===== src/hdl/fses_pkg.sv =====
// Shared constants, register indexes and item types of the segment erase sequencer.
package fses_pkg;

  // Flash geometry.
  localparam int SEGMENT_BYTES = 32;
  localparam int SEGMENT_COUNT = 128;

  // Field widths fixed by the interface.
  localparam int AddrW = 32;
  localparam int LenW  = 16;
  localparam int SegW  = 7;
  localparam int PendW = 8;

  // Highest usable segment count: bounded by the flash and by the segment field.
  localparam int SegFieldLimit = 1 << SegW;
  localparam int SegLimit      = (SEGMENT_COUNT > SegFieldLimit) ? SegFieldLimit : SEGMENT_COUNT;

  // Configuration register indexes.
  localparam int CfgIdxW = 1;
  localparam logic [CfgIdxW-1:0] CFG_WIN_START = 1'b0;
  localparam logic [CfgIdxW-1:0] CFG_WIN_END   = 1'b1;

  // Reset values of the window registers.
  localparam logic [AddrW-1:0] WinStartReset = 32'd100352;
  localparam logic [AddrW-1:0] WinEndReset   = 32'd104447;

  typedef enum logic {
    CMD_START = 1'b0,
    CMD_POLL  = 1'b1
  } command_e;

  typedef struct packed {
    command_e               command;
    logic [AddrW-1:0]       target_address;
    logic [LenW-1:0]        length_bytes;
    logic                   flash_busy;
  } item_t;

  typedef struct packed {
    logic [PendW-1:0] pending_count;
    logic [SegW-1:0]  current_segment;
  } seq_state_t;

  typedef struct packed {
    logic             status;
    logic             erase_issue;
    logic [SegW-1:0]  erase_segment;
    logic [PendW-1:0] segments_left;
  } result_t;

endpackage


===== src/hdl/fses_step.sv =====
// Next-state and result logic for one start or poll item of the erase sequencer.
module fses_step import fses_pkg::*; (
  input  item_t            item_i,
  input  seq_state_t       state_i,
  input  logic [AddrW-1:0] win_start_i,
  input  logic [AddrW-1:0] win_end_i,
  output seq_state_t       state_o,
  output result_t          result_o
);

  localparam int SumW = AddrW + 1;
  localparam int RndW = LenW + 1;

  logic [SumW-1:0]  span_end;
  logic [AddrW-1:0] offset;
  logic [AddrW-1:0] first_seg;
  logic [RndW-1:0]  len_round;
  logic [RndW-1:0]  seg_cnt;
  logic [SumW-1:0]  last_seg;
  logic             range_bad;
  logic [PendW-1:0] pend_dec;

  assign span_end  = {1'b0, item_i.target_address} + SumW'(item_i.length_bytes) - SumW'(1);
  assign offset    = item_i.target_address - win_start_i;
  assign first_seg = AddrW'(offset / SEGMENT_BYTES);
  assign len_round = RndW'(item_i.length_bytes) + RndW'(SEGMENT_BYTES - 1);
  assign seg_cnt   = RndW'(len_round / SEGMENT_BYTES);
  assign last_seg  = (seg_cnt == '0) ? {1'b0, first_seg}
                                     : {1'b0, first_seg} + SumW'(seg_cnt) - SumW'(1);
  assign range_bad = (item_i.target_address > win_end_i)
                  || (item_i.target_address < win_start_i)
                  || ((item_i.length_bytes != '0) && (span_end > {1'b0, win_end_i}))
                  || (last_seg >= SumW'(SegLimit));
  assign pend_dec  = state_i.pending_count - PendW'(1);

  always_comb begin
    state_o  = state_i;
    result_o = '0;
    case (item_i.command)
      CMD_START: begin
        if (range_bad) begin
          result_o.status = 1'b1;
        end else begin
          // The last segment lies below the limit, so the count fits the pending field.
          state_o.pending_count   = PendW'(seg_cnt);
          state_o.current_segment = last_seg[SegW-1:0];
          if (seg_cnt != '0) begin
            result_o.erase_issue   = 1'b1;
            result_o.erase_segment = last_seg[SegW-1:0];
          end
        end
      end
      CMD_POLL: begin
        if ((state_i.pending_count != '0) && !item_i.flash_busy) begin
          state_o.pending_count = pend_dec;
          if (pend_dec != '0) begin
            state_o.current_segment = state_i.current_segment - SegW'(1);
            result_o.erase_issue    = 1'b1;
            result_o.erase_segment  = state_i.current_segment - SegW'(1);
          end
        end
      end
      default: begin
        state_o = state_i;
      end
    endcase
    result_o.segments_left = state_o.pending_count;
  end

endmodule


===== src/hdl/flash_segment_erase_sequencer.sv =====
// Top level of the data-flash segment erase sequencer.
// Path: an input transfer is held in the input register, then its result in the result register.
// Throughput: one item per cycle unless the result is stalled; the state update sits between them.
// Reset: asynchronous, active low; it clears the pipeline, zeroes the pending count and current
// segment, and loads the window registers with their default addresses.
// Configuration writes are taken in every cycle and must only be made while the block is idle.
module flash_segment_erase_sequencer import fses_pkg::*; (
  input  logic               clk_i,
  input  logic               rst_ni,
  // Configuration write channel.
  input  logic               cfg_valid_i,
  output logic               cfg_ready_o,
  input  logic [CfgIdxW-1:0] cfg_index_i,
  input  logic [AddrW-1:0]   cfg_data_i,
  // Input channel.
  input  logic               in_valid_i,
  output logic               in_stall_o,
  input  logic               command_i,
  input  logic [AddrW-1:0]   target_address_i,
  input  logic [LenW-1:0]    length_bytes_i,
  input  logic               flash_busy_i,
  // Result channel.
  output logic               out_valid_o,
  input  logic               out_stall_i,
  output logic               status_o,
  output logic               erase_issue_o,
  output logic [SegW-1:0]    erase_segment_o,
  output logic [PendW-1:0]   segments_left_o
);

  // Window registers, written through the configuration channel.
  logic [AddrW-1:0] win_start_q;
  logic [AddrW-1:0] win_end_q;

  // Input register stage.
  logic  in_valid_q;
  item_t item_q;

  // Sequencer state and result register.
  seq_state_t state_q;
  seq_state_t state_d;
  logic       out_valid_q;
  result_t    result_q;
  result_t    result_d;

  logic advance;
  logic in_take;

  // The configuration channel never pushes back.
  assign cfg_ready_o = 1'b1;

  always_ff @(posedge clk_i or negedge rst_ni) begin
    if (!rst_ni) begin
      win_start_q <= WinStartReset;
      win_end_q   <= WinEndReset;
    end else if (cfg_valid_i) begin
      case (cfg_index_i)
        CFG_WIN_START: win_start_q <= cfg_data_i;
        CFG_WIN_END:   win_end_q   <= cfg_data_i;
        default: begin
          win_start_q <= win_start_q;
        end
      endcase
    end
  end

  // The held item moves on into the result register whenever that register is empty or its
  // result is being taken in the same cycle. The input register frees up at the same moment,
  // so a new transfer is only refused while a held item is stuck behind a stalled result.
  assign advance    = in_valid_q && (!out_valid_q || !out_stall_i);
  assign in_stall_o = in_valid_q && !advance;
  assign in_take    = in_valid_i && !in_stall_o;

  always_ff @(posedge clk_i or negedge rst_ni) begin
    if (!rst_ni) begin
      in_valid_q <= 1'b0;
    end else if (in_take) begin
      in_valid_q <= 1'b1;
    end else if (advance) begin
      in_valid_q <= 1'b0;
    end
  end

  always_ff @(posedge clk_i) begin
    if (in_take) begin
      item_q.command        <= command_e'(command_i);
      item_q.target_address <= target_address_i;
      item_q.length_bytes   <= length_bytes_i;
      item_q.flash_busy     <= flash_busy_i;
    end
  end

  // Window checks, segment arithmetic and the count-down all happen here, from the held item
  // and the current state, so the state is always up to date for the next item.
  fses_step u_step (
    .item_i      (item_q),
    .state_i     (state_q),
    .win_start_i (win_start_q),
    .win_end_i   (win_end_q),
    .state_o     (state_d),
    .result_o    (result_d)
  );

  always_ff @(posedge clk_i or negedge rst_ni) begin
    if (!rst_ni) begin
      state_q     <= '0;
      out_valid_q <= 1'b0;
    end else begin
      if (advance) begin
        state_q     <= state_d;
        out_valid_q <= 1'b1;
      end else if (!out_stall_i) begin
        out_valid_q <= 1'b0;
      end
    end
  end

  always_ff @(posedge clk_i) begin
    if (advance) begin
      result_q <= result_d;
    end
  end

  assign out_valid_o     = out_valid_q;
  assign status_o        = result_q.status;
  assign erase_issue_o   = result_q.erase_issue;
  assign erase_segment_o = result_q.erase_segment;
  assign segments_left_o = result_q.segments_left;

endmodule


===== config.mk =====
export PLATFORM = sky130hd
export DESIGN_NAME = flash_segment_erase_sequencer
export DESIGN_NICKNAME = d
export VERILOG_FILES = /design/src/hdl/fses_pkg.sv /design/src/hdl/fses_step.sv /design/src/hdl/flash_segment_erase_sequencer.sv
export SDC_FILE = /design/constraint.sdc
export NUM_CORES = 1
export LEC_CHECK = 0
export BUFFER_PORTS_ARGS = -buffer_cell sky130_fd_sc_hd__buf_4
export CORE_MARGIN = 1.5
export CORE_UTILIZATION = 38
export CTS_CLUSTER_DIAMETER = 50
export DETAILED_ROUTE_END_ITERATION = 10
export HOLD_SLACK_MARGIN = 0.02
export MAX_ROUTING_LAYER = met4
export PLACE_DENSITY_LB_ADDON = 0.08
export SLEW_MARGIN = 20
export SYNTH_ARGS = -nofsm -noshare
export SYNTH_HDL_FRONTEND = slang
export SYNTH_SLANG_ARGS = --single-unit

===== constraint.sdc =====
create_clock -name clk_i -period 20.9 [get_ports clk_i]
set_input_delay 2.09 -clock clk_i [delete_from_list [all_inputs] [get_ports clk_i]]
set_output_delay 2.09 -clock clk_i [all_outputs]
set_load 0.1 [all_outputs]

==> impl_summary.md, run 1 <==
Status
The flow ran to the end, and the final reports show no timing, DRC or antenna violations.

Worst setup path
The worst register-to-register path has a setup slack of 12.40 ns. For the worst setup path, the data arrival time is roughly 8.8 ns. Among the stages of the critical path, the cell type that occurs most often is sky130_fd_sc_hd__a21oi_1. STA classifies the critical path endpoint as a flop. The maximum fanout along the worst path is 11.

The worst setup path is of the reg -> reg kind. The critical path launch point type is a flop. At the worst endpoint, the required time is around 21 ns. The cell with the largest stage delay on the worst path is sky130_fd_sc_hd__nand2_1. The critical path's largest stage delay is roughly 0.53 ns.

Floorplan
In this run the core area contains 67 standard-cell rows. The width of the die is between 150 and 200 um. The die outline area is 35410 um^2. During I/O placement, the number of pins put on the boundary was around 110. The initial utilization of the core area, before any placement, comes to 38.76%. The core region is around 34000 um^2.

The vertical die dimension is ~190 um.

Yosys
The average cell area after synthesis is 8.912 um^2. The fraction of registers with async set or reset after synthesis is a little over half. The share of the Yosys chip area taken by registers is between 30 and 40%. The register bit total from synthesis is 148. The commonest register cell after synthesis is sky130_fd_sc_hd__edfxtp_1. The number of distinct standard cells referenced by the synthesized netlist is ~100.

After synthesis the cells add up to 13030 um^2. The number of flops mapped to enable cells by yosys is 67. When the netlist entered floorplanning its net count stood at 1711. The count of synthesis-stage warnings from yosys is 0.

Counting every instance in the synthesized netlist gives ~1500.

Place
The half-perimeter wire length after placement is roughly 28 mm. Input and output buffers added on the ports amount to around 110. The routability congestion estimate from global placement is 0.8561.

The placed instances occupy a cell area of between 10000 and 15000 um^2. The setup slack at placement is approximately 12 ns.

Final layout
The final layout contains 1804 nets. The number of diodes is 0. Leaving out fill and tap cells, the most frequent cell in the layout is sky130_fd_sc_hd__inv_1. The finished layout cell area is around 15000 um^2. In the layout the commonest cells are 167 x sky130_fd_sc_hd__inv_1, 159 x sky130_fd_sc_hd__ha_1, 119 x sky130_fd_sc_hd__nand2_1, 111 x sky130_fd_sc_hd__buf_4, 88 x sky130_fd_sc_hd__o21ai_0. Of the cells placed in the final design, the portion with a size suffix greater than 1 is 15.18%.

The area growth from synthesis to layout is 14.20%.

Clock tree
The buffer count from post-CTS setup fixing is 0. The deepest level of the CTS H-tree is 4. After clock tree synthesis, the clock-pin slew on the worst setup and hold paths is 0.07 ns. The number of clock buffers inserted by TritonCTS is 17. The clock reaches the later pin of the worst-skew pair after about 0.45 ns. The maximum buffer depth of the clock tree is 2. Once the clock tree was built, the resizer swapped 0 gates to a different size. Counting every sink on the clock net gives 148. The cell at the root of the clock tree is sky130_fd_sc_hd__clkbuf_16. In this run, post-CTS hold repair placed 0 buffers. TritonCTS built the clock tree.

Detailed routing
Dividing the detail-routed wire length by the instance count gives 17.05 um. Wires add up to around 34 mm. The number of remaining DRC errors is 0.

After detailed routing, the number of vias per cell comes to between 5 and 6. Detailed routing inserted a total of roughly 11000 vias. For this block, the initial DRC count from the detailed router was roughly 530. The number of routed nets with antenna violations is 0. The pre-antenna-repair detailed-routing pass consisted of 5 iterations.

Timing
In this run the tightest slew margin relative to its limit is between 30% and 40%. The share of the clock period used by the worst path is around two fifths. The worst path in the final design needs a cycle of ~8.5 ns, including I/O delays and setup. The count of endpoints failing hold in the final timing report is 0. Setup violations remaining at the end of the flow were counted as 0. The clock arrives with 0.01262 ns of skew. The total count of max-transition violations in the final report came to 0. The timing-limited maximum frequency is ~120 MHz. Setup repair after global routing left no endpoint under its margin. The slack of the critical path is around 12 ns. Adding up every negative setup slack in the final design gives 0 ns. The pin slew with the least headroom to its limit is between 0.9 and 1 ns.

Pwr
The cell area power density is ~90 nW/um^2. The maximum ir drop on the vdd rail is 0.08517 mV. The leakage component of the power is ~6.6 nW.

The total chip power is 0.001374 W.

Global route
The number of antenna violations at the first check in global routing is 0. The total track usage is between 20% and 30%. The wire length of the first global-routing pass is between 50 and 60 mm.

Entering global routing, the biggest net connects 64 pins. The number of global-route vias before repair is 10370. After global routing the overflow that remains totals 0.

Job
The number of max-capacitance violations reported is 0.

Min path
The path class of the lowest-slack min-delay path is reg -> reg.
## through the flow
stage | utilization [%] | instances | hold slack (ns)
2_1_floorplan | - | 1462 | 0.4574
5_1_grt | 44.27 | 2016 | 0.5131
3_5_place_dp | 42.44 | 1984 | 0.4842
6_report | 44.27 | 2016 | 0.4931
3_3_place_gp | 42.44 | 1984 | 0.4736
4_1_cts | 44.27 | 2016 | 0.4934
## routing by layer
| layer | up-vias | part of all wire (%) | global-route usage, % |
|---|---|---|---|
| met1 | 5169 | 51 | 28.91 |
| met4 | 0 | 0.96 | 4.677 |
| met2 | 155 | 45 | 31.65 |
| li1 | 5463 | - | - |
| met5 | - | 0 | - |
| met3 | 17 | 2.8 | 2.496 |
## cell type report
type	count	area (um^2)
Inverter	167	626.9
Multi-Input combinational cell	1110	8185
Clock inverter	15	188.9
Clock buffer	17	425.4
Tap cell	448	560.5
Sequential cell	148	4060
Fill cell	3322	18740
Timing Repair Buffer	111	833.3
## cells by family (layout without fill, tap and decap cells)
group / count (synthesis) / count (layout) / synth area share (%)
AOI/OAI and AO/OA: 360 / 360 / 18.62
buffers and inverters: 204 / 310 / 6.088
and+or+nand+nor: 444 / 444 / 18.00
muxes: 48 / 48 / 4.023
DFF: 148 / 148 / 31.16
adders and majority gates: 161 / 161 / 15.58
other: 1 / 1 / 0.02878
xor gates and xnor gates: 96 / 96 / 6.510
## registers in the layout (all words and copies together), names as in the netlist
| register | flops |
|---|---|
| segments_left_o | 8 |
| erase_issue_o | 1 |
| erase_segment_o | 7 |
| in_valid_q | 1 |
| win_start_q | 32 |
| win_end_q | 32 |
| item_q | 50 |
| status_o | 1 |
| state_q | 15 |
| out_valid_o | 1 |
## Yosys cell counts (all sizes together) (8+ instances only)
| master | n | area [um^2] |
|---|---|---|
| inv | 167 | 626.9 |
| ha | 159 | 1989 |
| nand2 | 122 | 465.5 |
| o21ai | 99 | 495.5 |
| nor2 | 90 | 350.3 |
| a21oi | 76 | 380.4 |
| xnor2 | 73 | 646.9 |
| edfxtp | 67 | 2012 |
| dfrtp | 64 | 1602 |
| nor3 | 39 | 216.5 |
| a21o | 38 | 285.3 |
| mux2 | 35 | 394.1 |
| nand3 | 31 | 160.1 |
| nor2b | 28 | 175.2 |
| nand4 | 27 | 187.7 |
| xor2 | 23 | 201.4 |
| clkbuf | 21 | 80.07 |
| dfstp | 17 | 446.7 |
| nand2b | 17 | 108.9 |
| buf | 16 | 86.32 |
| and3 | 15 | 93.84 |
| o21a | 15 | 112.6 |
| a211oi | 13 | 112.6 |
| mux2i | 13 | 130.1 |
| nor4 | 12 | 93.84 |
| o21bai | 12 | 90.09 |
| or3 | 12 | 80.08 |
| a31oi | 11 | 75.07 |
| and2 | 11 | 71.32 |
| a211o | 10 | 87.58 |
| o211ai | 10 | 75.07 |
| o22ai | 10 | 88.83 |
| nor3b | 8 | 60.06 |
## critical path, delay by kind of cell, from the launching register on
family | cells | cell delay (ns)
AOI/OAI and AO/OA | 21 | 4.93
and+or+nand+nor | 7 | 1.70
adders and majority gates | 4 | 1.17
DFF | 1 | 0.38
buffers and inverters | 2 | 0.09
xor gates and xnor gates | 1 | 0.09
## where the power goes
part	internal (W)	switching (W)
Combinational	0.000265	0.000405
Sequential	0.000350	0.0000308
Clock	0.000182	0.000142
Total	0.000797	0.000577
## final timing paths
path / startpoint / endpoint / cells past startpoint
setup / recovery: item_q[18]$_DFFE_PP_ / state_q[11]$_DFFE_PN0P_ / 35
hold / removal: in_valid_q$_DFFE_PN0P_ / out_valid_o$_DFFE_PN0P_ / 1
setup reg to reg: item_q[18]$_DFFE_PP_ / state_q[11]$_DFFE_PN0P_ / 35
hold reg to reg: in_valid_q$_DFFE_PN0P_ / out_valid_o$_DFFE_PN0P_ / 1
max in group asynchronous: rst_ni / win_end_q[11]$_DFFE_PN0P_ / 2
min in group asynchronous: rst_ni / win_end_q[28]$_DFFE_PN0P_ / 1
No activity file was read; power rests on OpenSTA's default activity.
==> run 2, diff against run 1 <==
- ABC_AREA: not set -> 1
- clock period: 20.9 -> 8 ns (I/O delays scaled with it)
==> impl_summary.md, run 2 <==
Floorplan
The number of top-level design ports is ~110. The starting density of the core is 38.42%. The vertical die dimension is approximately 200 um. The core footprint is between 30000 and 40000 um^2. The die outline area is 39080 um^2. In this run the core area contains 71 standard-cell rows. The die is slightly below 200 um wide.

Global route
The number of antenna violations at the first check in global routing is 0. Entering global routing, the biggest net connects 65 pins. The total overflow reported by the global router is 0. The number of global-route vias before repair was approximately 13000. The first global-routing pass estimated between 60 and 70 mm of wire. Across every metal layer, demand over resource in global routing totals 23.50%.

Detailed routing
The number of routed nets with antenna violations is 0. The number of vias per cell is 4.861. Before antenna repair, the detailed router went through 6 iterations. The final layout contains routed wiring with a total length of roughly 43 mm. Dividing the detail-routed wire length by the instance count gives between 15 and 20 um. The total number of vias is between 10000 and 15000. After detailed routing, the number of remaining DRC violations is 0. The detailed router's first-iteration violation count is 800.

Yosys
The most common cell in the synthesized netlist is sky130_fd_sc_hd__nand2_1. Each instance of the synthesized netlist takes up on average approximately 6.7 um^2. Synthesis produced around 2200 cells.

The register bit total from synthesis is between 100 and 150. The commonest register cell after synthesis is sky130_fd_sc_hd__edfxtp_1. In the synthesized netlist, the cells that appear most often are 665 x sky130_fd_sc_hd__nand2_1, 395 x sky130_fd_sc_hd__inv_1, 159 x sky130_fd_sc_hd__ha_1.

The number of flops mapped to enable cells by yosys is 67. Ranked by total cell area, the synthesized netlist is headed by sky130_fd_sc_hd__nand2_1 17%, sky130_fd_sc_hd__edfxtp_1 14%, sky130_fd_sc_hd__ha_1 14%. Counting flops with an async set or reset pin after synthesis yields a share of a little over half. The area of the mapped netlist is ~14000 um^2. After synthesis, the largest area contributor takes up 17.33% of total cell area.

The number of distinct standard cells referenced by the synthesized netlist is 49. The number of nets in the synthesized netlist is 2407. The biggest area contributor in the post-synthesis netlist is sky130_fd_sc_hd__nand2_1. The sequential-to-total area share from yosys stat is between 20% and 30%.

The count of synthesis-stage warnings from yosys is 0.

Pwr
After layout, the design draws a total of 0.003650 W. Dividing total power by cell area gives a power density of approximately 220 nW/um^2. The worst-case IR drop observed on VDD is roughly 0.17 mV. The leakage component of the power is 8.798 nW.

Place
The routability congestion estimate from global placement is around 0.96. The setup slack at placement is 1.523 ns. The quantity of I/O buffers inserted on ports is ~110. Detailed placement finished with a half-perimeter wire length of ~36 mm.

Timing
Setup repair after global routing left no endpoint under its margin. Based on the critical path, the design can be clocked at up to about 150 MHz. For the pin with the worst max-slew slack, the measured transition is between 0.8 and 0.9 ns. The share of the clock period used by the worst path is between 80 and 90%. The smallest clock period supported by the final layout is computed as roughly 6.5 ns. The worst path meets setup with between 1 and 1.5 ns of slack. In the final timing run, aggregate negative setup slack is 0 ns. The clock tree skew after final layout is around 0.016 ns. The total count of max-transition violations in the final report is 0. The count of endpoints failing hold in the final timing report is 0.

The final setup violation count is 0. The worst pin sits at a relative slew slack of between 40 and 50%.

Clock tree
The maximum buffer depth of the clock tree is 2. Post-CTS repair changed the size of 0 cells. The CTS clock-pin slew for the worst setup and hold paths is approximately 0.07 ns. Counting the buffers created by CTS gives 17. TritonCTS built the clock tree.

Counting every sink on the clock net gives between 100 and 150. The deepest level of the CTS H-tree is 4. The buffer count from post-CTS setup fixing is 0.

For this design, the CTS-stage hold fixing added 0 buffers. The cell at the root of the clock tree is sky130_fd_sc_hd__clkbuf_16. The clock latency reported for the late side of the worst-skew pair is around 0.46 ns.

Job
The number of max-capacitance violations reported is 0.

Final layout
The number of diodes is 0. The register bank with the most flops is item_q. The flip-flop count of the largest register after layout is 50. The number of nets in the final layout is between 2000 and 3000. The area overhead of the layout relative to synthesis is 14.00%.

Leaving out fill and tap cells, the most frequent cell in the layout is sky130_fd_sc_hd__nand2_1. The library cells used most frequently in the layout, excluding fill and tap cells, are 663 x sky130_fd_sc_hd__nand2_1, 394 x sky130_fd_sc_hd__inv_1, 159 x sky130_fd_sc_hd__ha_1, 135 x sky130_fd_sc_hd__nor2_1, 131 x sky130_fd_sc_hd__nand3_1. The post-route netlist has 11.32% of its cells at a drive strength greater than 1. The largest registers in the layout are item_q x50, win_end_q x32, win_start_q x32.

Worst setup path
The worst endpoint data arrival time is about 6.7 ns. In this run the critical register-to-register path is captured at segments_left_o[6]$_DFFE_PP_. The most prevalent standard cell on the critical path is sky130_fd_sc_hd__o21ai_1. The worst setup path is captured at a flop.

The type of the worst setup path is reg -> reg. The maximum fanout along the worst path is 10. The critical path launch point type is a flop.

Tracing the worst setup path back leads to its startpoint at item_q[18]$_DFFE_PP_. The worst register-to-register path begins at item_q[18]$_DFFE_PP_. The worst register-to-register path has a depth of 35. The cell with the largest stage delay on the worst path is sky130_fd_sc_hd__fa_1. Data on the critical path is required at its endpoint by 8.21 ns.

The worst reg-to-reg setup slack is 1.47 ns. In this design, the stage delay of the slowest critical-path cell is ~0.4 ns.

Min path
The worst hold path belongs to the class in -> async.

Status
The flow ran to the end, and the final reports show no timing, DRC or antenna violations.
-- run 2: cell count changes in the layout (fill, tap and decap cells not counted), sizes merged, moves of 20 or more --
cell   before  now
inv       176  425
nor2b      28    0
o21ai      99  123
nand2     122  696
nor2       90  158
nand3      31  139
a21oi      76   98
a21o       38    2
xnor2      73   16
mux2       35    0
xor2       23   43
nand4      27   51
-- run 2: critical path: cells and delay by family, from the launching register on --
family	cells	cell delay, ns
simple gates	13	1.55
xor+xnor	1	0.09
compound gates	13	2.79
flops	1	0.39
fa+ha+maj	4	1.19
buf+inv	4	0.28
-- run 2: how the worst max path moves through the flow --
stage | depth (start not counted) | slack [ns] | end
floorplan | 38 | 2.49 | segments_left_o[6]$_DFFE_PP_
CTS | 38 | 1.48 | segments_left_o[6]$_DFFE_PP_
finish | 35 | 1.47 | segments_left_o[6]$_DFFE_PP_
detailed placement | 35 | 1.52 | segments_left_o[6]$_DFFE_PP_
global route | 34 | 0.86 | segments_left_o[6]$_DFFE_PP_
global placement | 38 | 1.65 | segments_left_o[6]$_DFFE_PP_
-- run 2: final cells by class --
cell class,count,area [um^2]
timing repair buffer,112,840.8
sequential,148,4060
clock inverter,15,190.2
multi-input combinational,1564,8665
fill,4102,21070
inverter,424,1598
clock buffer,17,425.4
tap,511,639.4
-- run 2: logic make-up after synthesis --
group                      share of synthesized area, %
other                                           0.02604
adders and majority gates                         14.09
buffers and inverters                             11.74
xor gates and xnor gates                          3.588
AOI/OAI and AO/OA                                 9.453
DFF                                               28.19
and+or+nand+nor                                   32.91
-- run 2: power breakdown --
part | leakage (nW) | switching [W] | internal, W
Clock | 0.291 | 0.000380 | 0.000473
Combinational | 6.87 | 0.00127 | 0.000602
Sequential | 1.64 | 0.0000477 | 0.000879
Total | 8.80 | 0.00170 | 0.00195
-- run 2: routing by layer --
metal  vias to the layer above  track usage, %  share of wire (%)  wire (um)
met4                         0           6.842                2.3        988
li1                       7100               -                  -          -
met5                         -               -                  0          0
met2                       247           38.81                 47      20130
met3                        48           2.920                3.3       1429
met1                      6173           30.13                 48      20500
-- run 2: stage by stage --
stage | cells | hold WS [ns] | area (um^2) | util, %
final | 2791 | 0.3165 | 16420 | 43.80
after global routing | 2791 | 0.3293 | 16420 | 43.80
after CTS | 2791 | 0.3095 | 16420 | 43.80
after detailed placement | 2759 | 0.4596 | 15800 | 42.15
after global placement | 2759 | 0.4542 | 15800 | 42.14
after floorplan | 2158 | 0.4340 | 14400 | -
==> run 3, diff against run 2 <==
- clock period: 8 -> 6.8 ns (I/O delays scaled with it)
==> impl_summary.md, run 3 (synthesized netlist as in run 2, its figures left out) <==
Status
The run finished with clean final reports.

Final layout
The register with the most flip-flops in the final layout is item_q. The register with the most flip-flops in the layout has 50 of them. Cells with a size suffix above 1 make up roughly 11% of the layout.

The number of nets in the final layout is about 2500. The repair_antennas step left the layout with diodes totalling 0. The post-layout utilization of the core is 43.72%.

Compared with the post-synthesis result, the final layout area differs by 13.81%. The library cell used most frequently in the layout, excluding fill and tap cells, is sky130_fd_sc_hd__nand2_1. The filler cells instantiated in the layout total between 4000 and 5000.

In the final layout, the registers with the most flip-flops are item_q x50, win_end_q x32, win_start_q x32. In the layout the commonest cells are 663 x sky130_fd_sc_hd__nand2_1, 394 x sky130_fd_sc_hd__inv_1, 159 x sky130_fd_sc_hd__ha_1, 135 x sky130_fd_sc_hd__nor2_1, 131 x sky130_fd_sc_hd__nand3_1.

Detailed routing
The routed length per placed instance is 15.50 um. Once detail routing completed, the nets flagged for antenna violations numbered 0. The number of vias per cell is approximately 4.8. Summing over every cut layer, the via total after detailed routing is between 10000 and 15000.

The final layout contains routed wiring with a total length of 43.29 mm. The length of the first detailed-routing pass in iterations is 6. The number of remaining DRC errors is 0. The detailed router's first-iteration violation count is roughly 700.

Clock tree
Clock-pin slew was measured on the worst setup and hold paths at around 0.08 ns. The deepest level of the CTS H-tree is 4. The clock latency reported for the late side of the worst-skew pair is around 0.46 ns. TritonCTS created 17 clock buffers. TritonCTS built the clock tree. The tree built by TritonCTS fans out to between 100 and 150 sinks. Buffers added to address setup during post-CTS repair amount to 0. In this run the deepest clock path goes through 2 buffers. The cell at the root of the clock tree is sky130_fd_sc_hd__clkbuf_16.

Timing
Of the available clock period, the critical path in the final layout requires between 90% and 100%. The final-layout worst hold slack is 0.1974 ns. The minimum clock period is a little over 6 ns. The timing-limited maximum frequency is between 150 and 200 MHz. Clock skew on the completed layout was measured at 0.02084 ns. The count of endpoints failing hold in the final timing report is 0. The total count of max-transition violations in the final report is 0. The final setup violation count is 0. The slack of the critical path is between 0.6 and 0.7 ns. Setup repair after global routing left no endpoint under its margin. Adding up every negative setup slack in the final design gives 0 ns. The worst pin sits at a relative slew slack of 47.28%. The pin slew with the least headroom to its limit is roughly 0.78 ns.

Worst setup path
The critical path's largest stage delay is roughly 0.41 ns. In this run the critical register-to-register path is captured at segments_left_o[6]$_DFFE_PP_. Tracing the worst setup path back leads to its startpoint at item_q[18]$_DFFE_PP_. For flop-to-flop paths, the worst setup slack is just under 0.7 ns. The launch instance of the worst register-to-register path is item_q[18]$_DFFE_PP_.

The worst register-to-register path has a depth of 34. The maximum fanout along the worst path is 10. Data on the critical path is required at its endpoint by around 7 ns. The worst endpoint data arrival time is ~6.3 ns.

STA classifies the critical path startpoint as a flop. The cell with the largest stage delay on the worst path is sky130_fd_sc_hd__fa_1. The setup path with the least slack is of type reg -> reg.

The critical path endpoint category is a flop.

Min path
The path class of the lowest-slack min-delay path is in -> async.

Job
The tool flagged a number of max-cap violations equal to 0.

Pwr
The cell area power density is 258.5 nW/um^2. The analysis attributes to cell leakage a power of approximately 9 nW. The maximum ir drop on the vdd rail is roughly 0.20 mV.

Place
Timing analysis after detailed placement gives a worst setup slack of 0.2991 ns. Routability-driven placement finished with a final weighted congestion of between 0.9 and 1. The HPWL after detailed placement is roughly 36 mm. The quantity of I/O buffers inserted on ports is about 110.

Floorplan
The number of top-level design ports is about 110. From left edge to right edge, the die measures just under 200 um. The region available for standard cell placement spans roughly 37000 um^2.

The die outline area is just under 40000 um^2. The initial utilization of the core area, before any placement, comes to between 30% and 40%. The vertical die dimension is 197.7 um. After floorplanning, the core was divided into just over 70 placement rows.

Global route
The first global-routing pass estimated 69.17 mm of wire. The total track usage is between 20% and 30%. The total overflow reported by the global router is 0. The number of global-route vias before repair is roughly 13000. The number of antenna violations at the first check in global routing is 0. The pin count of the biggest net entering global routing is between 60 and 70.
==> run 3: per-stage QoR <==
stage	cell area [um^2]	cells	power (W)
4_1_cts	16390	2793	0.004270
2_1_floorplan	14400	2158	0.002710
3_3_place_gp	15810	2761	0.003297
6_report	16390	2793	0.004237
3_5_place_dp	15820	2761	0.003308
5_1_grt	16390	2793	0.004616
==> run 3: final cells by class <==
cell class | count | area [um^2] | area share (%)
repair buffers | 114 | 855.8 | 5.222
inverters | 424 | 1598 | 9.749
clock buffers | 20 | 436.7 | 2.664
multi-input cells | 1564 | 8668 | 52.89
well taps | 511 | 639.4 | 3.901
clock inverters | 12 | 131.4 | 0.8016
flip-flops and latches | 148 | 4060 | 24.77
==> run 3: routing by layer <==
metal / track usage [%] / routed length, um / up-vias / share of wire, %
met4: 8.199 / 1166 / 0 / 2.7
li1: - / - / 7103 / -
met2: 38.65 / 20190 / 229 / 47
met1: 30.17 / 20570 / 6100 / 48
met5: - / 0 / - / 0
met3: 2.954 / 1357 / 57 / 3.1
==> run 3: worst max path at each step <==
stage | slack, ns | cells past startpoint | to
6_report | 0.67 | 34 | segments_left_o[6]$_DFFE_PP_
5_1_grt | 0.03 | 35 | segments_left_o[6]$_DFFE_PP_
4_1_cts | 0.25 | 35 | segments_left_o[6]$_DFFE_PP_
3_5_place_dp | 0.30 | 35 | segments_left_o[6]$_DFFE_PP_
3_3_place_gp | 0.46 | 38 | segments_left_o[6]$_DFFE_PP_
2_1_floorplan | 1.29 | 38 | segments_left_o[6]$_DFFE_PP_
==> run 3: where the power goes <==
part | leakage [nW] | internal, W | total [W] | switching, W
Clock | 0.270 | 0.000540 | 0.000937 | 0.000397
Sequential | 1.64 | 0.00103 | 0.00109 | 0.0000563
Combinational | 6.88 | 0.000711 | 0.00221 | 0.00150
Total | 8.79 | 0.00228 | 0.00424 | 0.00195
==> run 3: what timing repair did <==
| item | CTS | global route |
|---|---|---|
| hold buffers | 0 | 0 |
| setup endpoints to repair | 0 | 32 |
| resized for setup | 0 | 7 |
| endpoints found under the hold margin | 0 | 0 |
==> run 3: critical path: cells and delay by family, from the launching register on <==
kind	cells	cell delay, ns
fa+ha+maj	4	1.16
compound gates	12	2.20
buf+inv	4	0.27
flops	1	0.39
xor+xnor	1	0.17
simple gates	13	1.66
